<file path="config.mk">
export PLATFORM = sky130hd
export DESIGN_NAME = ffba_datapath
export DESIGN_NICKNAME = d
export VERILOG_FILES = /design/src/hdl/ffba_pkg.sv /design/src/hdl/ffba_ram.sv /design/src/hdl/ffba_datapath.sv
export SDC_FILE = /design/constraint.sdc
export NUM_CORES = 2
export LEC_CHECK = 0
export ABC_AREA = 0
export BUFFER_PORTS_ARGS = -buffer_cell sky130_fd_sc_hd__clkbuf_2
export CORE_MARGIN = 10
export CORE_UTILIZATION = 30
export DETAILED_ROUTE_END_ITERATION = 6
export HOLD_SLACK_MARGIN = 0.1
export PLACE_DENSITY = 0.53
export SYNTH_ARGS = -nofsm -noshare
export SYNTH_HDL_FRONTEND = slang
export SYNTH_HIERARCHICAL = 1
export SYNTH_SLANG_ARGS = --single-unit
export TNS_END_PERCENT = 20
</file>
<file path="constraint.sdc">
create_clock -name clk -period 10 [get_ports clk]
set_input_delay 0.5 -clock clk [delete_from_list [all_inputs] [get_ports clk]]
set_output_delay 0.5 -clock clk [all_outputs]
set_load 0.005 [all_outputs]
</file>
<file path="src/hdl/ffba_pkg.sv">
// shared types and constants for the first-fit block allocator
`timescale 1ns / 1ps
package ffba_pkg;
  localparam int MAX_BLOCKS_DEF   = 64;
  localparam int HEADER_BYTES_DEF = 32;

  localparam logic [1:0] OP_ALLOC   = 2'd0;
  localparam logic [1:0] OP_FREE    = 2'd1;
  localparam logic [1:0] OP_REALLOC = 2'd2;

  localparam logic [1:0] ST_OK        = 2'd0;
  localparam logic [1:0] ST_BAD_SIZE  = 2'd1;
  localparam logic [1:0] ST_NO_MEMORY = 2'd2;
  localparam logic [1:0] ST_UNKNOWN   = 2'd3;

  localparam logic [1:0] CFG_HEAP_BASE   = 2'd0;
  localparam logic [1:0] CFG_HEAP_LIMIT  = 2'd1;
  localparam logic [1:0] CFG_MAX_REQUEST = 2'd2;

  localparam logic [26:0] MAX_REQUEST_RST = 27'd100000000;

  // controller to datapath
  typedef struct packed {
    logic load;       // capture input word
    logic rd_issue;   // issue table read at scan index
    logic scan_clr;   // reset scan index
    logic scan_inc;   // advance scan index
    logic take_entry; // mark scanned entry used (first fit hit)
    logic grow;       // append new block at heap top
    logic free_found; // mark found entry free
    logic save_found; // remember found entry
    logic set_res_addr; // result = input address
    logic [1:0] status;
    logic set_status;
    logic out_load;
  } ffba_cmd_t;

  // datapath to controller
  typedef struct packed {
    logic [1:0] op;
    logic size_bad;
    logic addr_zero;
    logic scan_end;     // scan index reached entry count
    logic fit_hit;      // read entry is free and fits
    logic addr_hit;     // read entry matches address
    logic found_bigger; // found entry larger than request
    logic grow_ok;      // table not full and heap limit kept
  } ffba_sts_t;
endpackage

</file>
<file path="src/hdl/ffba_ram.sv">
// generic single-port ram with registered read
`timescale 1ns / 1ps
module ffba_ram #(
  parameter int WIDTH = 8,
  parameter int DEPTH = 16
) (
  input  logic                     clk,
  input  logic                     we,
  input  logic [$clog2(DEPTH)-1:0] addr,
  input  logic [WIDTH-1:0]         wdata,
  output logic [WIDTH-1:0]         rdata
);
  logic [WIDTH-1:0] mem [DEPTH];

  always_ff @(posedge clk) begin
    if (we) begin
      mem[addr] <= wdata;
    end
    rdata <= mem[addr];
  end
endmodule

</file>
<file path="src/hdl/ffba_datapath.sv">
// table memory, statistics and scan datapath
`timescale 1ns / 1ps
module ffba_datapath
  import ffba_pkg::*;
#(
  parameter int MAX_BLOCKS   = MAX_BLOCKS_DEF,
  parameter int HEADER_BYTES = HEADER_BYTES_DEF
) (
  input  logic        clk,
  input  logic        rst_n,
  input  logic        cfg_write_enable,
  input  logic [1:0]  cfg_index,
  input  logic [31:0] cfg_write_data,
  input  logic [1:0]  in_operation,
  input  logic [26:0] in_request_size,
  input  logic [31:0] in_address,
  input  ffba_cmd_t   cmd,
  output ffba_sts_t   sts,
  output logic [31:0] out_result_address,
  output logic [1:0]  out_status,
  output logic [6:0]  out_free_block_count,
  output logic [31:0] out_free_byte_total,
  output logic [6:0]  out_block_total,
  output logic [31:0] out_allocated_byte_total,
  output logic [11:0] out_metadata_byte_total
);
  localparam int IW = $clog2(MAX_BLOCKS);
  localparam int CW = IW + 1;
  localparam int EW = 32 + 27 + 1;

  logic [31:0] heap_base_r, heap_limit_r, heap_top_r;
  logic [26:0] max_request_r;
  logic [CW-1:0] entry_count_r, free_count_r, scan_r;
  logic [31:0] free_sum_r, used_bytes_r;
  logic [1:0]  op_r;
  logic [26:0] size_r;
  logic [31:0] addr_r;
  logic [IW-1:0] found_r;
  logic [26:0] found_size_r;
  logic        found_free_r;
  logic [31:0] res_r;
  logic [1:0]  status_r;

  logic          ram_we;
  logic [IW-1:0] ram_addr;
  logic [EW-1:0] ram_wdata, ram_rdata;
  logic [31:0]   rd_start;
  logic [26:0]   rd_size;
  logic          rd_free;
  logic [IW-1:0] rd_idx_r;

  assign {rd_start, rd_size, rd_free} = ram_rdata;

  ffba_ram #(.WIDTH(EW), .DEPTH(MAX_BLOCKS)) u_table (
    .clk(clk), .we(ram_we), .addr(ram_addr), .wdata(ram_wdata), .rdata(ram_rdata)
  );

  // table write port: take hit (entry at rd_idx_r), grow, or free found entry
  always_comb begin
    ram_we    = 1'b0;
    ram_addr  = scan_r[IW-1:0];
    ram_wdata = '0;
    if (cmd.take_entry) begin
      ram_we    = 1'b1;
      ram_addr  = rd_idx_r;
      ram_wdata = {rd_start, rd_size, 1'b0};
    end else if (cmd.grow) begin
      ram_we    = 1'b1;
      ram_addr  = entry_count_r[IW-1:0];
      ram_wdata = {heap_top_r, size_r, 1'b0};
    end else if (cmd.free_found) begin
      ram_we    = 1'b1;
      ram_addr  = found_r;
      ram_wdata = {addr_r - 32'(HEADER_BYTES), found_size_r, 1'b1};
    end
  end

  logic [33:0] new_top;
  assign new_top = {2'b0, heap_top_r} + {7'b0, size_r} + 34'(HEADER_BYTES);

  assign sts.op           = op_r;
  assign sts.size_bad     = (size_r == 27'd0) || (size_r > max_request_r);
  assign sts.addr_zero    = (addr_r == 32'd0);
  assign sts.scan_end     = (scan_r >= entry_count_r);
  assign sts.fit_hit      = rd_free && (size_r <= rd_size);
  assign sts.addr_hit     = ({1'b0, rd_start} + 33'(HEADER_BYTES)) == {1'b0, addr_r};
  assign sts.found_bigger = size_r < found_size_r;
  assign sts.grow_ok      = (entry_count_r < CW'(MAX_BLOCKS)) &&
                            (new_top <= {2'b0, heap_limit_r});

  always_ff @(posedge clk) begin
    if (!rst_n) begin
      heap_base_r   <= '0;
      heap_limit_r  <= '1;
      max_request_r <= MAX_REQUEST_RST;
      heap_top_r    <= '0;
      entry_count_r <= '0;
      free_count_r  <= '0;
      free_sum_r    <= '0;
      used_bytes_r  <= '0;
      scan_r        <= '0;
    end else begin
      if (cfg_write_enable) begin
        unique case (cfg_index)
          CFG_HEAP_BASE: begin
            heap_base_r <= cfg_write_data;
            if (entry_count_r == '0) heap_top_r <= cfg_write_data;
          end
          CFG_HEAP_LIMIT:  heap_limit_r <= cfg_write_data;
          CFG_MAX_REQUEST: max_request_r <= cfg_write_data[26:0];
          default: ;
        endcase
      end
      if (cmd.scan_clr) scan_r <= '0;
      else if (cmd.scan_inc) scan_r <= scan_r + 1'b1;
      if (cmd.take_entry) begin
        free_count_r <= free_count_r - 1'b1;
        free_sum_r   <= free_sum_r - 32'(rd_size);
      end
      if (cmd.grow) begin
        entry_count_r <= entry_count_r + 1'b1;
        used_bytes_r  <= used_bytes_r + 32'(size_r);
        heap_top_r    <= new_top[31:0];
      end
      if (cmd.free_found && !found_free_r) begin
        free_count_r <= free_count_r + 1'b1;
        free_sum_r   <= free_sum_r + 32'(found_size_r);
      end
    end
  end

  always_ff @(posedge clk) begin
    if (cmd.load) begin
      op_r   <= in_operation;
      size_r <= in_request_size;
      addr_r <= in_address;
      res_r  <= '0;
    end
    if (cmd.rd_issue) rd_idx_r <= scan_r[IW-1:0];
    if (cmd.save_found) begin
      found_r      <= rd_idx_r;
      found_size_r <= rd_size;
      found_free_r <= rd_free;
    end
    // a reallocate may take its own free block; it is in use again until freed
    if (cmd.take_entry && (rd_idx_r == found_r)) found_free_r <= 1'b0;
    if (cmd.take_entry) res_r <= rd_start + 32'(HEADER_BYTES);
    if (cmd.grow)       res_r <= heap_top_r + 32'(HEADER_BYTES);
    if (cmd.set_res_addr) res_r <= addr_r;
    if (cmd.set_status) status_r <= cmd.status;
  end

  // output register
  always_ff @(posedge clk) begin
    if (cmd.out_load) begin
      out_result_address       <= res_r;
      out_status               <= status_r;
      out_free_block_count     <= 7'(free_count_r);
      out_free_byte_total      <= free_sum_r;
      out_block_total          <= 7'(entry_count_r);
      out_allocated_byte_total <= used_bytes_r;
      out_metadata_byte_total  <= 12'(32'(entry_count_r) * 32'(HEADER_BYTES));
    end
  end
endmodule

</file>
==> summary.txt <==
Layout
  – Layout Area Growth over Synthesis: 15.71%
  – Share of cells above drive strength 1: between 15 and 20%
  – Post-layout nets: around 12000
  – Reg area: between 100000 and 150000 um2
  – FILL cells: 54779
  – Post-layout util: a little over a third
  – Cell area after layout: ~200000 um2
  – Multi-input gate area: 43050 um2

Yosys
  – Distinct cell type count after synthesis: 94
  – Synth area leaders: edfxtp_1 (71%), a221oi_1 (3.4%), dfxtp_1 (2.7%), a22oi_1 (2.2%), mux2i_1 (2.0%)
  – Synthesized flop and latch total: 4323
  – Synth area leader: edfxtp_1
  – Ys Warns: 6
  – Cell count after synthesis: between 10000 and 15000
  – Top cell type's share of synthesized area: 70.83%
  – Post-synth top flop: edfxtp_1
  – Syn avg cell area: between 15 and 20 um2
  – Post-synth ARST share: 0%
  – Mapped Area: about 170000 um2
  – Seq/Total Area, Yosys: 73.57%
  – Post-synth EDFFs: roughly 4100

Route
  – Drt drc: 9
  – Routed wire per std cell: 31.53 um
  – Via count: 108267
  – TritonRoute pass-1 iters: 7
  – Vias per inst: approximately 5.6
  – Starting DRT DRC Count: around 15000
  – Routed Wire Length: 609.3 mm
  – Antenna violation net count after detailed routing: 0

CTS
  – Resize count post-CTS: 0
  – Worst-skew pair later-pin latency: 1060 ps
  – CTS sink count: 4323
  – Root buf cell: clkbuf_16
  – CTS Buffer Depth: 4
  – Clk slew on worst S/H paths: ~60 ps
  – Total CTS buffers: ~430
  – H-tree depth: 5
  – CTS tree: done

Global route
  – First-pass GRT wire length: approximately 840 mm
  – Congestion Overflow GR: 0
  – Vias in the first global route: 102625
  – Antenna violations before repair: 36
  – Total global-route track usage: 19.00%
  – Largest net degree at the start of global routing: 110

STA
  – Max Fclk: around 0.13 GHz
  – Count of final hold-check violations: 0
  – Period Utilization, post-route: 74.25%
  – Final TNS setup: 0 ps
  – Skew final: a little over 90 ps
  – Unrepaired setup endpoints after global routing: no
  – Worst-Margin Slew: between 1000 and 1500 ps
  – Relative slew margins: ~8%
  – Fin. max-slew vios: 0
  – Crit path time final: 7425 ps
  – Fin worst setup slack: ~2600 ps
  – Final Setup Violations: 0

Worst setup path
  – CP arrival: approximately 6900 ps
  – Critical path startpoint category: register
  – CP Class: reg -> out
  – Critical Path RT: 9500 ps
  – Element type at the critical path end: output port
  – Worst reg2reg setup slack: between 4000 and 5000 ps
  – Worst-path maximum fanout: 8

Place
  – IO buf count: approximately 240
  – DP Area: approximately 190000 um2
  – Dpl hpwl: ~350 mm
  – DP Worst Slack: 3730 ps
  – Routability cong.: ~0.86

Power
  – Int Pwr: roughly 32 mW
  – Peak VDD IR: around 0.16 mV
  – Clock group share of total power: between 30% and 40%
  – Combinational power share: 12.5%
  – P per Cell Area: about 220 nW/um2
  – P_leak: around 65 nW
  – Net Sw Frac: between 20% and 30%
  – Part of the power in registers: a little under 50%
  – Net Sw Power: around 11 mW

Die
  – Die H: about 800 um
  – Core box area: 576300 um2
  – Die Footprint: 608200 um2
  – Row count: 279
  – Die width: approximately 800 um
  – Ports: 244
  – Starting Density: ~30%

Status
  – Outcome: complete, but fails checks
  – Failing checks: design-rule violations

Run
  – Total of max-cap violations: 0

Hold path
  – HP Class: in -> reg
-- critical path, cell delays in order, from the launching register on --
cell       delay, ps
edfxtp_1         540
ha_1             340
ha_1             210
inv_1             80
fa_1             210
nor2b_1           60
o21ai_0          250
a21oi_1          150
o41ai_1          760
nand4_1          290
a211o_1          380
and3_1           220
nor2_1           190
ha_1             280
a21oi_1          150
nor2b_1           60
o21ai_0          140
nand2b_1          90
a2111oi_0        370
a31oi_1          140
a2111oi_0        420
a31oi_1           90
a21oi_1          280
clkbuf_2         190
-- area by class of cell --
cell class                 instances  area share (%)
multi-input combinational       5573           21.48
sequential                      4323           63.58
timing repair buffer             696           2.645
clock inverter                   249           1.288
inverter                         182          0.3527
tap                             7727           4.823
clock buffer                     558           5.807
antenna                           19         0.02372
-- final timing paths --
| check | from | to | depth (start not counted) |
|---|---|---|---|
| min reg2reg | res_r[15] | out_result_address[15] | 0 |
| max | size_r[1] | sts[0] | 23 |
| min | in_operation[0] | op_r[0] | 2 |
| max reg2reg | scan_r[0] | u_table/mem[45][36] | 9 |
-- flip-flops by register name, summed over array words and instances (netlist names), 27 cells and up --
| register | count |
|---|---|
| used_bytes_r | 32 |
| res_r | 32 |
| found_size_r | 27 |
| u_table/mem | 3840 |
| heap_top_r | 32 |
| free_sum_r | 32 |
| heap_limit_r | 32 |
| u_table/rdata | 60 |
| out_allocated_byte_total | 32 |
| out_result_address | 32 |
| max_request_r | 27 |
| out_free_byte_total | 32 |
| addr_r | 32 |
| size_r | 27 |
-- through the flow --
stage,hold WS (ps),std cells,power (mW)
3_5_place_dp,404.5,18391,27.06
2_1_floorplan,400.3,10839,24.78
5_1_grt,178.2,19311,44.51
4_1_cts,103.5,19308,43.31
3_3_place_gp,403.0,18391,27.02
6_report,176.8,19327,43.19
-- per-layer routing --
metal / vias up / routed length (um) / share of wire [%] / global-route usage, %
met1: 56342 / 249000 / 41 / 26.12
met5: - / 84 / 0.014 / 0
li1: 44906 / - / - / -
met4: 14 / 22640 / 3.7 / 6.244
met2: 5909 / 277000 / 45 / 29.97
met3: 1096 / 60670 / 10 / 3.972
-- what timing repair did --
action | in CTS | in global routing
hold buffers | 110 | 0
setup buffers | 0 | 0
hold endpoints to repair | 265 | 0
-- power by group through the flow --
stage | Sequential [mW] | Combinational (mW) | Clock (mW)
5_1_grt | 21.4 | 5.79 | 17.3
4_1_cts | 21.4 | 5.35 | 16.6
3_5_place_dp | 21.8 | 5.29 | 0
3_3_place_gp | 21.8 | 5.26 | 0
6_report | 21.4 | 5.41 | 16.4
2_1_floorplan | 21.6 | 3.22 | 0
-- cell usage in the layout (no fill, tap or decap), drive strengths merged, types with 44 or more instances in the layout --
master	instances
o21ai	279
buf	353
or3	44
nor3	126
mux4	104
a21oi	433
nand4	82
nand2	483
nor2	486
xor2	75
a21o	98
o221ai	68
ha	243
o22ai	252
clkinv	188
a311oi	51
inv	198
mux2i	340
a211oi	106
clkbuf	791
nand3	86
mux2	241
edfxtp	4086
a221oi	669
a221o	56
a222oi	52
dfxtp	237
xnor2	133
a22oi	499
o211ai	57
dlygate4sd3	110
nor4	49
-- kinds of logic after synthesis --
kind of cell / synth area share, %
buffers and inverters: 2.396
AO/OA/AOI/OAI: 12.17
other: 0.002165
adder cells (fa/ha/maj): 1.801
XOR/XNOR: 1.052
AND/OR/NAND/NOR: 4.121
flip-flops: 73.57
multiplexers: 4.886
-- synth_stat cells, drive strengths merged, types with 241 or more instances --
master / number
edfxtp: 4086
a221oi: 669
a22oi: 499
nor2: 486
nand2: 483
a21oi: 433
clkbuf: 410
buf: 351
mux2i: 340
o21ai: 279
o22ai: 252
ha: 243
mux2: 241
(Power assumes the default switching activity.)
