$ cat config.mk
export PLATFORM = sky130hd
export DESIGN_NAME = ffba_ctrl
export DESIGN_NICKNAME = d
export VERILOG_FILES = /design/src/hdl/ffba_pkg.sv /design/src/hdl/ffba_ctrl.sv
export SDC_FILE = /design/constraint.sdc
export NUM_CORES = 1
export LEC_CHECK = 0
export BUFFER_PORTS_ARGS = -buffer_cell sky130_fd_sc_hd__buf_4
export CAP_MARGIN = 20
export CORE_MARGIN = 2
export CORE_UTILIZATION = 34
export DETAILED_ROUTE_END_ITERATION = 10
export PLACE_DENSITY = 0.61
export SLEW_MARGIN = 5
export SYNTH_ARGS = -nofsm -noshare
export SYNTH_HDL_FRONTEND = slang
export SYNTH_SLANG_ARGS = --single-unit
$ cat constraint.sdc
create_clock -name clk -period 4 [get_ports clk]
set_clock_uncertainty 0.1 [all_clocks]
set_input_delay 0.8 -clock clk [delete_from_list [all_inputs] [get_ports clk]]
set_output_delay 0.8 -clock clk [all_outputs]
set_load 0.01 [all_outputs]
$ cat src/hdl/ffba_pkg.sv
// shared types and constants for the first-fit block allocator
`timescale 1ns / 1ps
package ffba_pkg;
  localparam int MAX_BLOCKS_DEF   = 64;
  localparam int HEADER_BYTES_DEF = 32;

  localparam logic [1:0] OP_ALLOC   = 2'd0;
  localparam logic [1:0] OP_FREE    = 2'd1;
  localparam logic [1:0] OP_REALLOC = 2'd2;

  localparam logic [1:0] ST_OK        = 2'd0;
  localparam logic [1:0] ST_BAD_SIZE  = 2'd1;
  localparam logic [1:0] ST_NO_MEMORY = 2'd2;
  localparam logic [1:0] ST_UNKNOWN   = 2'd3;

  localparam logic [1:0] CFG_HEAP_BASE   = 2'd0;
  localparam logic [1:0] CFG_HEAP_LIMIT  = 2'd1;
  localparam logic [1:0] CFG_MAX_REQUEST = 2'd2;

  localparam logic [26:0] MAX_REQUEST_RST = 27'd100000000;

  // controller to datapath
  typedef struct packed {
    logic load;       // capture input word
    logic rd_issue;   // issue table read at scan index
    logic scan_clr;   // reset scan index
    logic scan_inc;   // advance scan index
    logic take_entry; // mark scanned entry used (first fit hit)
    logic grow;       // append new block at heap top
    logic free_found; // mark found entry free
    logic save_found; // remember found entry
    logic set_res_addr; // result = input address
    logic [1:0] status;
    logic set_status;
    logic out_load;
  } ffba_cmd_t;

  // datapath to controller
  typedef struct packed {
    logic [1:0] op;
    logic size_bad;
    logic addr_zero;
    logic scan_end;     // scan index reached entry count
    logic fit_hit;      // read entry is free and fits
    logic addr_hit;     // read entry matches address
    logic found_bigger; // found entry larger than request
    logic grow_ok;      // table not full and heap limit kept
  } ffba_sts_t;
endpackage

$ cat src/hdl/ffba_ctrl.sv
// sequencer for allocate, free and reallocate
`timescale 1ns / 1ps
module ffba_ctrl
  import ffba_pkg::*;
(
  input  logic      clk,
  input  logic      rst_n,
  input  logic      in_valid,
  output logic      in_stall,
  output logic      out_valid,
  input  logic      out_stall,
  input  ffba_sts_t sts,
  output ffba_cmd_t cmd
);
  localparam logic [3:0] S_IDLE   = 4'd0;
  localparam logic [3:0] S_DEC    = 4'd1;
  localparam logic [3:0] S_FRD    = 4'd2; // fit scan: issue read
  localparam logic [3:0] S_FCHK   = 4'd3;
  localparam logic [3:0] S_LRD    = 4'd4; // lookup scan: issue read
  localparam logic [3:0] S_LCHK   = 4'd5;
  localparam logic [3:0] S_RDEC   = 4'd6;
  localparam logic [3:0] S_FREE   = 4'd7;
  localparam logic [3:0] S_DONE   = 4'd8;
  localparam logic [3:0] S_OUT    = 4'd9;

  logic [3:0] state_r, state_nxt;
  logic       realloc_r, realloc_nxt; // fit scan belongs to a reallocate
  logic       out_valid_r, out_valid_nxt;

  assign out_valid = out_valid_r;
  assign in_stall  = (state_r != S_IDLE);

  always_comb begin
    state_nxt     = state_r;
    realloc_nxt   = realloc_r;
    out_valid_nxt = out_valid_r;
    cmd           = '0;
    unique case (state_r)
      S_IDLE: begin
        if (in_valid) begin
          cmd.load = 1'b1;
          cmd.scan_clr = 1'b1;
          cmd.set_status = 1'b1;
          cmd.status = ST_OK;
          state_nxt = S_DEC;
        end
      end
      S_DEC: begin
        realloc_nxt = 1'b0;
        priority if (sts.op == OP_ALLOC) begin
          if (sts.size_bad) begin
            cmd.set_status = 1'b1; cmd.status = ST_BAD_SIZE; state_nxt = S_DONE;
          end else state_nxt = S_FRD;
        end else if (sts.op == OP_FREE) begin
          state_nxt = sts.addr_zero ? S_DONE : S_LRD;
        end else if (sts.op == OP_REALLOC) begin
          if (sts.size_bad) begin
            cmd.set_status = 1'b1; cmd.status = ST_BAD_SIZE; state_nxt = S_DONE;
          end else state_nxt = sts.addr_zero ? S_FRD : S_LRD;
        end else begin
          state_nxt = S_DONE;
        end
      end
      S_FRD: begin
        if (sts.scan_end) begin
          if (sts.grow_ok) begin
            cmd.grow = 1'b1;
            state_nxt = realloc_r ? S_FREE : S_DONE;
          end else begin
            cmd.set_status = 1'b1; cmd.status = ST_NO_MEMORY; state_nxt = S_DONE;
          end
        end else begin
          cmd.rd_issue = 1'b1;
          cmd.scan_inc = 1'b1;
          state_nxt = S_FCHK;
        end
      end
      S_FCHK: begin
        if (sts.fit_hit) begin
          cmd.take_entry = 1'b1;
          state_nxt = realloc_r ? S_FREE : S_DONE;
        end else state_nxt = S_FRD;
      end
      S_LRD: begin
        if (sts.scan_end) begin
          cmd.set_status = 1'b1; cmd.status = ST_UNKNOWN; state_nxt = S_DONE;
        end else begin
          cmd.rd_issue = 1'b1;
          cmd.scan_inc = 1'b1;
          state_nxt = S_LCHK;
        end
      end
      S_LCHK: begin
        if (sts.addr_hit) begin
          cmd.save_found = 1'b1;
          state_nxt = (sts.op == OP_FREE) ? S_FREE : S_RDEC;
        end else state_nxt = S_LRD;
      end
      S_RDEC: begin
        if (sts.found_bigger) begin
          cmd.set_res_addr = 1'b1; state_nxt = S_DONE;
        end else begin
          cmd.scan_clr = 1'b1;
          realloc_nxt = 1'b1;
          state_nxt = S_FRD;
        end
      end
      S_FREE: begin
        cmd.free_found = 1'b1;
        state_nxt = S_DONE;
      end
      S_DONE: begin
        if (!out_valid_r || !out_stall) begin
          cmd.out_load = 1'b1;
          out_valid_nxt = 1'b1;
          state_nxt = S_IDLE;
        end
      end
      default: state_nxt = S_IDLE;
    endcase
    if (out_valid_r && !out_stall && !cmd.out_load) out_valid_nxt = 1'b0;
  end

  always_ff @(posedge clk) begin
    if (!rst_n) begin
      state_r     <= S_IDLE;
      realloc_r   <= 1'b0;
      out_valid_r <= 1'b0;
    end else begin
      state_r     <= state_nxt;
      realloc_r   <= realloc_nxt;
      out_valid_r <= out_valid_nxt;
    end
  end
endmodule

==> impl_metrics.prom <==
# TYPE chip_impl_metric gauge
chip_impl_metric{name="groute.usage.overall",unit=""} 0.180
chip_impl_metric{name="ir_drop",unit="V"} 0.000186
chip_impl_metric{name="place_area",unit="um^2"} 785
chip_impl_metric{name="cts_setup_buffers",unit=""} 0
chip_impl_metric{name="clk_slew_on_worst_s_h_paths",unit="ns"} 0.04
chip_impl_metric{name="route.vias.total",unit=""} 722
chip_impl_metric{name="row_count",unit=""} 15
chip_impl_info{name="synth_area_leaders",value="sky130_fd_sc_hd__dfxtp_1, sky130_fd_sc_hd__a21oi_1, sky130_fd_sc_hd__nor3b_1"} 1
chip_impl_metric{name="diodes",unit=""} 0
chip_impl_metric{name="cts-buffers-inserted",unit=""} 3
chip_impl_metric{name="io-pin-count",unit=""} 28
chip_impl_metric{name="floorplan.initialDensity",unit=""} 0.353
chip_impl_info{name="layout_common_cells",value="sky130_fd_sc_hd__buf_4, sky130_fd_sc_hd__a21oi_1, sky130_fd_sc_hd__nand2_1"} 1
chip_impl_metric{name="gr-usage-met1",unit=""} 0.269
chip_impl_metric{name="first_global_vias",unit=""} 614
chip_impl_info{name="worstSetupEndpointType",value="output port"} 1
chip_impl_metric{name="chipHeight",unit="um"} 45.9
chip_impl_metric{name="number_of_cells_produced_by_synthesis",unit=""} 82
chip_impl_info{name="class_of_the_tightest_hold_or_removal_check",value="reg -> reg"} 1
chip_impl_metric{name="post_synth_num_cell_types",unit=""} 33
chip_impl_metric{name="final-instance-count-excl-fill",unit=""} 124
chip_impl_metric{name="layout-drive-gt1-share",unit=""} 0.299
chip_impl_metric{name="clkLatencyLatePin",unit="ns"} 0.24
chip_impl_metric{name="final.setup.tns",unit="ns"} 0
chip_impl_metric{name="post-dp-hpwl",unit="um"} 1340
chip_impl_metric{name="fin_nets",unit=""} 122
chip_impl_metric{name="hold_buf_cts",unit=""} 0
chip_impl_metric{name="slew_violations",unit=""} 0
chip_impl_info{name="run_status",value="completed"} 1
chip_impl_metric{name="syn_nets",unit=""} 95
chip_impl_metric{name="switching_share",unit=""} 0.323
chip_impl_metric{name="routedWlPerCell",unit="um"} 13.8
chip_impl_metric{name="power_leakage",unit="nW"} 0.373
chip_impl_metric{name="drc_errors",unit=""} 0
chip_impl_metric{name="clkPwrFrac",unit=""} 0.276
chip_impl_metric{name="seq_area_frac_synth",unit=""} 0.201
chip_impl_metric{name="grt_remaining_overflow",unit=""} 0
chip_impl_metric{name="detail_route.first_pass.iterations",unit=""} 4
chip_impl_metric{name="yosys.area.top_type_share",unit=""} 0.201
chip_impl_metric{name="ant_nets",unit=""} 0
chip_impl_info{name="tritoncts_clock_tree",value="built"} 1
chip_impl_metric{name="die_area",unit="mm^2"} 0.00211
chip_impl_metric{name="antenna_found_initial",unit=""} 0
chip_impl_metric{name="cap_violations",unit=""} 0
chip_impl_metric{name="portBuffers",unit=""} 27
chip_impl_metric{name="worst_slew_pin_slew",unit="ns"} 0.494
chip_impl_metric{name="dp_worst_setup_slack",unit="ns"} 1.39
chip_impl_metric{name="sequentialPowerShare",unit=""} 0.371
chip_impl_metric{name="grt_pass1_wl",unit="um"} 2760
chip_impl_info{name="setup_cp_type",value="reg -> out"} 1
chip_impl_metric{name="hold_viol",unit=""} 0
chip_impl_info{name="clock_tree_root",value="sky130_fd_sc_hd__clkbuf_4"} 1
chip_impl_metric{name="setup_violations",unit=""} 0
chip_impl_metric{name="clkSinkCount",unit=""} 6
chip_impl_metric{name="final_critical_period",unit="ns"} 2.68
chip_impl_metric{name="use_met3",unit=""} 0.0476
chip_impl_metric{name="place.gp.congestion",unit=""} 0.872
chip_impl_metric{name="area_growth_syn_to_layout",unit="%"} 35.2
chip_impl_metric{name="global_route.usage.met2",unit=""} 0.272
chip_impl_metric{name="final_core_util",unit=""} 0.478
chip_impl_metric{name="die_w",unit="um"} 45.9
chip_impl_metric{name="fin_ws",unit="ns"} 1.32
chip_impl_info{name="grt_setup_unrepaired",value="false"} 1
chip_impl_info{name="globalRoute.busiestLayer",value="met2"} 1
chip_impl_metric{name="post_drt_via_cell_ratio",unit=""} 5.82
chip_impl_metric{name="p_sw",unit="mW"} 0.0637
chip_impl_metric{name="totalPowerFinal",unit="mW"} 0.197
chip_impl_metric{name="placed_cells",unit=""} 121
chip_impl_info{name="layout.cells.most_common",value="sky130_fd_sc_hd__buf_4"} 1
chip_impl_metric{name="syn_avg_cell_area",unit="um^2"} 7.28
chip_impl_metric{name="setup.reg_to_reg.worst_slack",unit="ns"} 2.34
chip_impl_metric{name="ys_ff_latch",unit=""} 6
chip_impl_metric{name="coreArea",unit="mm^2"} 0.00169
chip_impl_metric{name="finish.instance_area",unit="um^2"} 807
chip_impl_metric{name="internal_power",unit="mW"} 0.134
chip_impl_metric{name="cts_resized",unit=""} 0
chip_impl_metric{name="slew_headroom",unit=""} 0.670
chip_impl_metric{name="syn-cell-area",unit="um^2"} 597
chip_impl_metric{name="grt_max_degree",unit=""} 17
chip_impl_metric{name="cts_htree_levels",unit=""} 1
chip_impl_metric{name="drtIter0Drc",unit=""} 19
chip_impl_info{name="yosysTopAreaCell",value="sky130_fd_sc_hd__dfxtp_1"} 1
chip_impl_metric{name="fmax",unit="MHz"} 373
chip_impl_metric{name="power_density",unit="mW/mm^2"} 244
chip_impl_metric{name="crit_arrival",unit="ns"} 1.78
chip_impl_metric{name="post-route-period-util",unit=""} 0.670
chip_impl_metric{name="cts-root-to-sink-buffers",unit=""} 2
chip_impl_metric{name="worst_ep_required_time",unit="ns"} 3.10
chip_impl_metric{name="total_wire_length_after_detailed_routing",unit="um"} 1720
chip_impl_metric{name="yosys_warnings",unit=""} 0
chip_impl_metric{name="path_max_fanout",unit=""} 16
chip_impl_metric{name="holdWs",unit="ns"} 0.409
chip_impl_metric{name="combinationalPowerShare",unit=""} 0.353
chip_impl_info{name="timing.critical_path.from_type",value="register"} 1
==> power by group through the flow <==
stage / combinational, mW / sequential [mW] / clock [mW]
after global placement: 0.0697 / 0.0744 / 0
after global routing: 0.0764 / 0.0744 / 0.0621
final: 0.0696 / 0.0732 / 0.0545
after floorplan: 0.0447 / 0.0668 / 0
after CTS: 0.0700 / 0.0732 / 0.0573
after detailed placement: 0.0696 / 0.0740 / 0
==> sequential cells by signal, summed over array words and instances, names as in the netlist <==
name / flops
state_r: 4
out_valid: 1
realloc_r: 1
==> logic make-up (layout without fill, tap and decap cells) <==
group / after synthesis / count (layout) / share of synthesized area
and+or+nand+nor: 45 / 45 / 0.440
buffers and inverters: 9 / 34 / 0.0859
DFF: 6 / 6 / 0.201
AOI/OAI and AO/OA: 22 / 22 / 0.273
==> Yosys cell counts <==
library cell and count:
sky130_fd_sc_hd__o21ai_0 1, sky130_fd_sc_hd__o2111ai_1 1, sky130_fd_sc_hd__nand3b_1 1, sky130_fd_sc_hd__and3_1 4, sky130_fd_sc_hd__dfxtp_1 6, sky130_fd_sc_hd__o221ai_1 1
sky130_fd_sc_hd__nor2_1 6, sky130_fd_sc_hd__o211ai_1 1, sky130_fd_sc_hd__a31oi_1 4, sky130_fd_sc_hd__buf_6 1, sky130_fd_sc_hd__nand3_1 2, sky130_fd_sc_hd__nand2b_1 5
sky130_fd_sc_hd__a41oi_2 1, sky130_fd_sc_hd__a311oi_1 1, sky130_fd_sc_hd__or4_1 1, sky130_fd_sc_hd__or3_1 1, sky130_fd_sc_hd__buf_4 2, sky130_fd_sc_hd__nor4bb_1 1
sky130_fd_sc_hd__buf_2 2, sky130_fd_sc_hd__nor2b_1 5, sky130_fd_sc_hd__inv_1 4, sky130_fd_sc_hd__a21oi_1 8, sky130_fd_sc_hd__o41ai_2 1, sky130_fd_sc_hd__nor3_1 2
sky130_fd_sc_hd__nand2_1 7, sky130_fd_sc_hd__o21a_1 1, sky130_fd_sc_hd__nor3b_1 5, sky130_fd_sc_hd__or3b_1 1, sky130_fd_sc_hd__or4b_1 1, sky130_fd_sc_hd__or2_1 2
sky130_fd_sc_hd__nor4_1 1, sky130_fd_sc_hd__o211a_1 1, sky130_fd_sc_hd__a2bb2oi_1 1
==> final timing paths <==
check / from / to / cells after the start
max: state_r[0]$_SDFFE_PN0P_ / cmd[1] / 5
min reg2reg: out_valid$_SDFFE_PP0N_ / out_valid$_SDFFE_PP0N_ / 2
max reg2reg: state_r[0]$_SDFFE_PN0P_ / state_r[3]$_SDFFE_PN0P_ / 4
min: out_valid$_SDFFE_PP0N_ / out_valid$_SDFFE_PP0N_ / 2
==> critical path, cell delays in order, from the launching register on <==
cell	delay (ns)
sky130_fd_sc_hd__dfxtp_1	0.62
sky130_fd_sc_hd__nor2b_1	0.37
sky130_fd_sc_hd__nand2_1	0.13
sky130_fd_sc_hd__nor3b_1	0.19
sky130_fd_sc_hd__or3_1	0.12
sky130_fd_sc_hd__buf_4	0.11
==> area by class of cell <==
type	count	area, um^2
Timing Repair Buffer	27	203
Multi-Input combinational cell	67	425
Clock buffer	3	22.5
Inverter	4	15.0
Sequential cell	6	120
Fill cell	186	882
Tap cell	17	21.3
==> per-layer routing <==
layer	vias up	part of all wire	routed length, um
met2	34	0.45	773
met4	0	0	0
met1	335	0.47	811
met5	-	0	0
li1	353	-	-
met3	0	0.075	129
(Power assumes the default switching activity.)
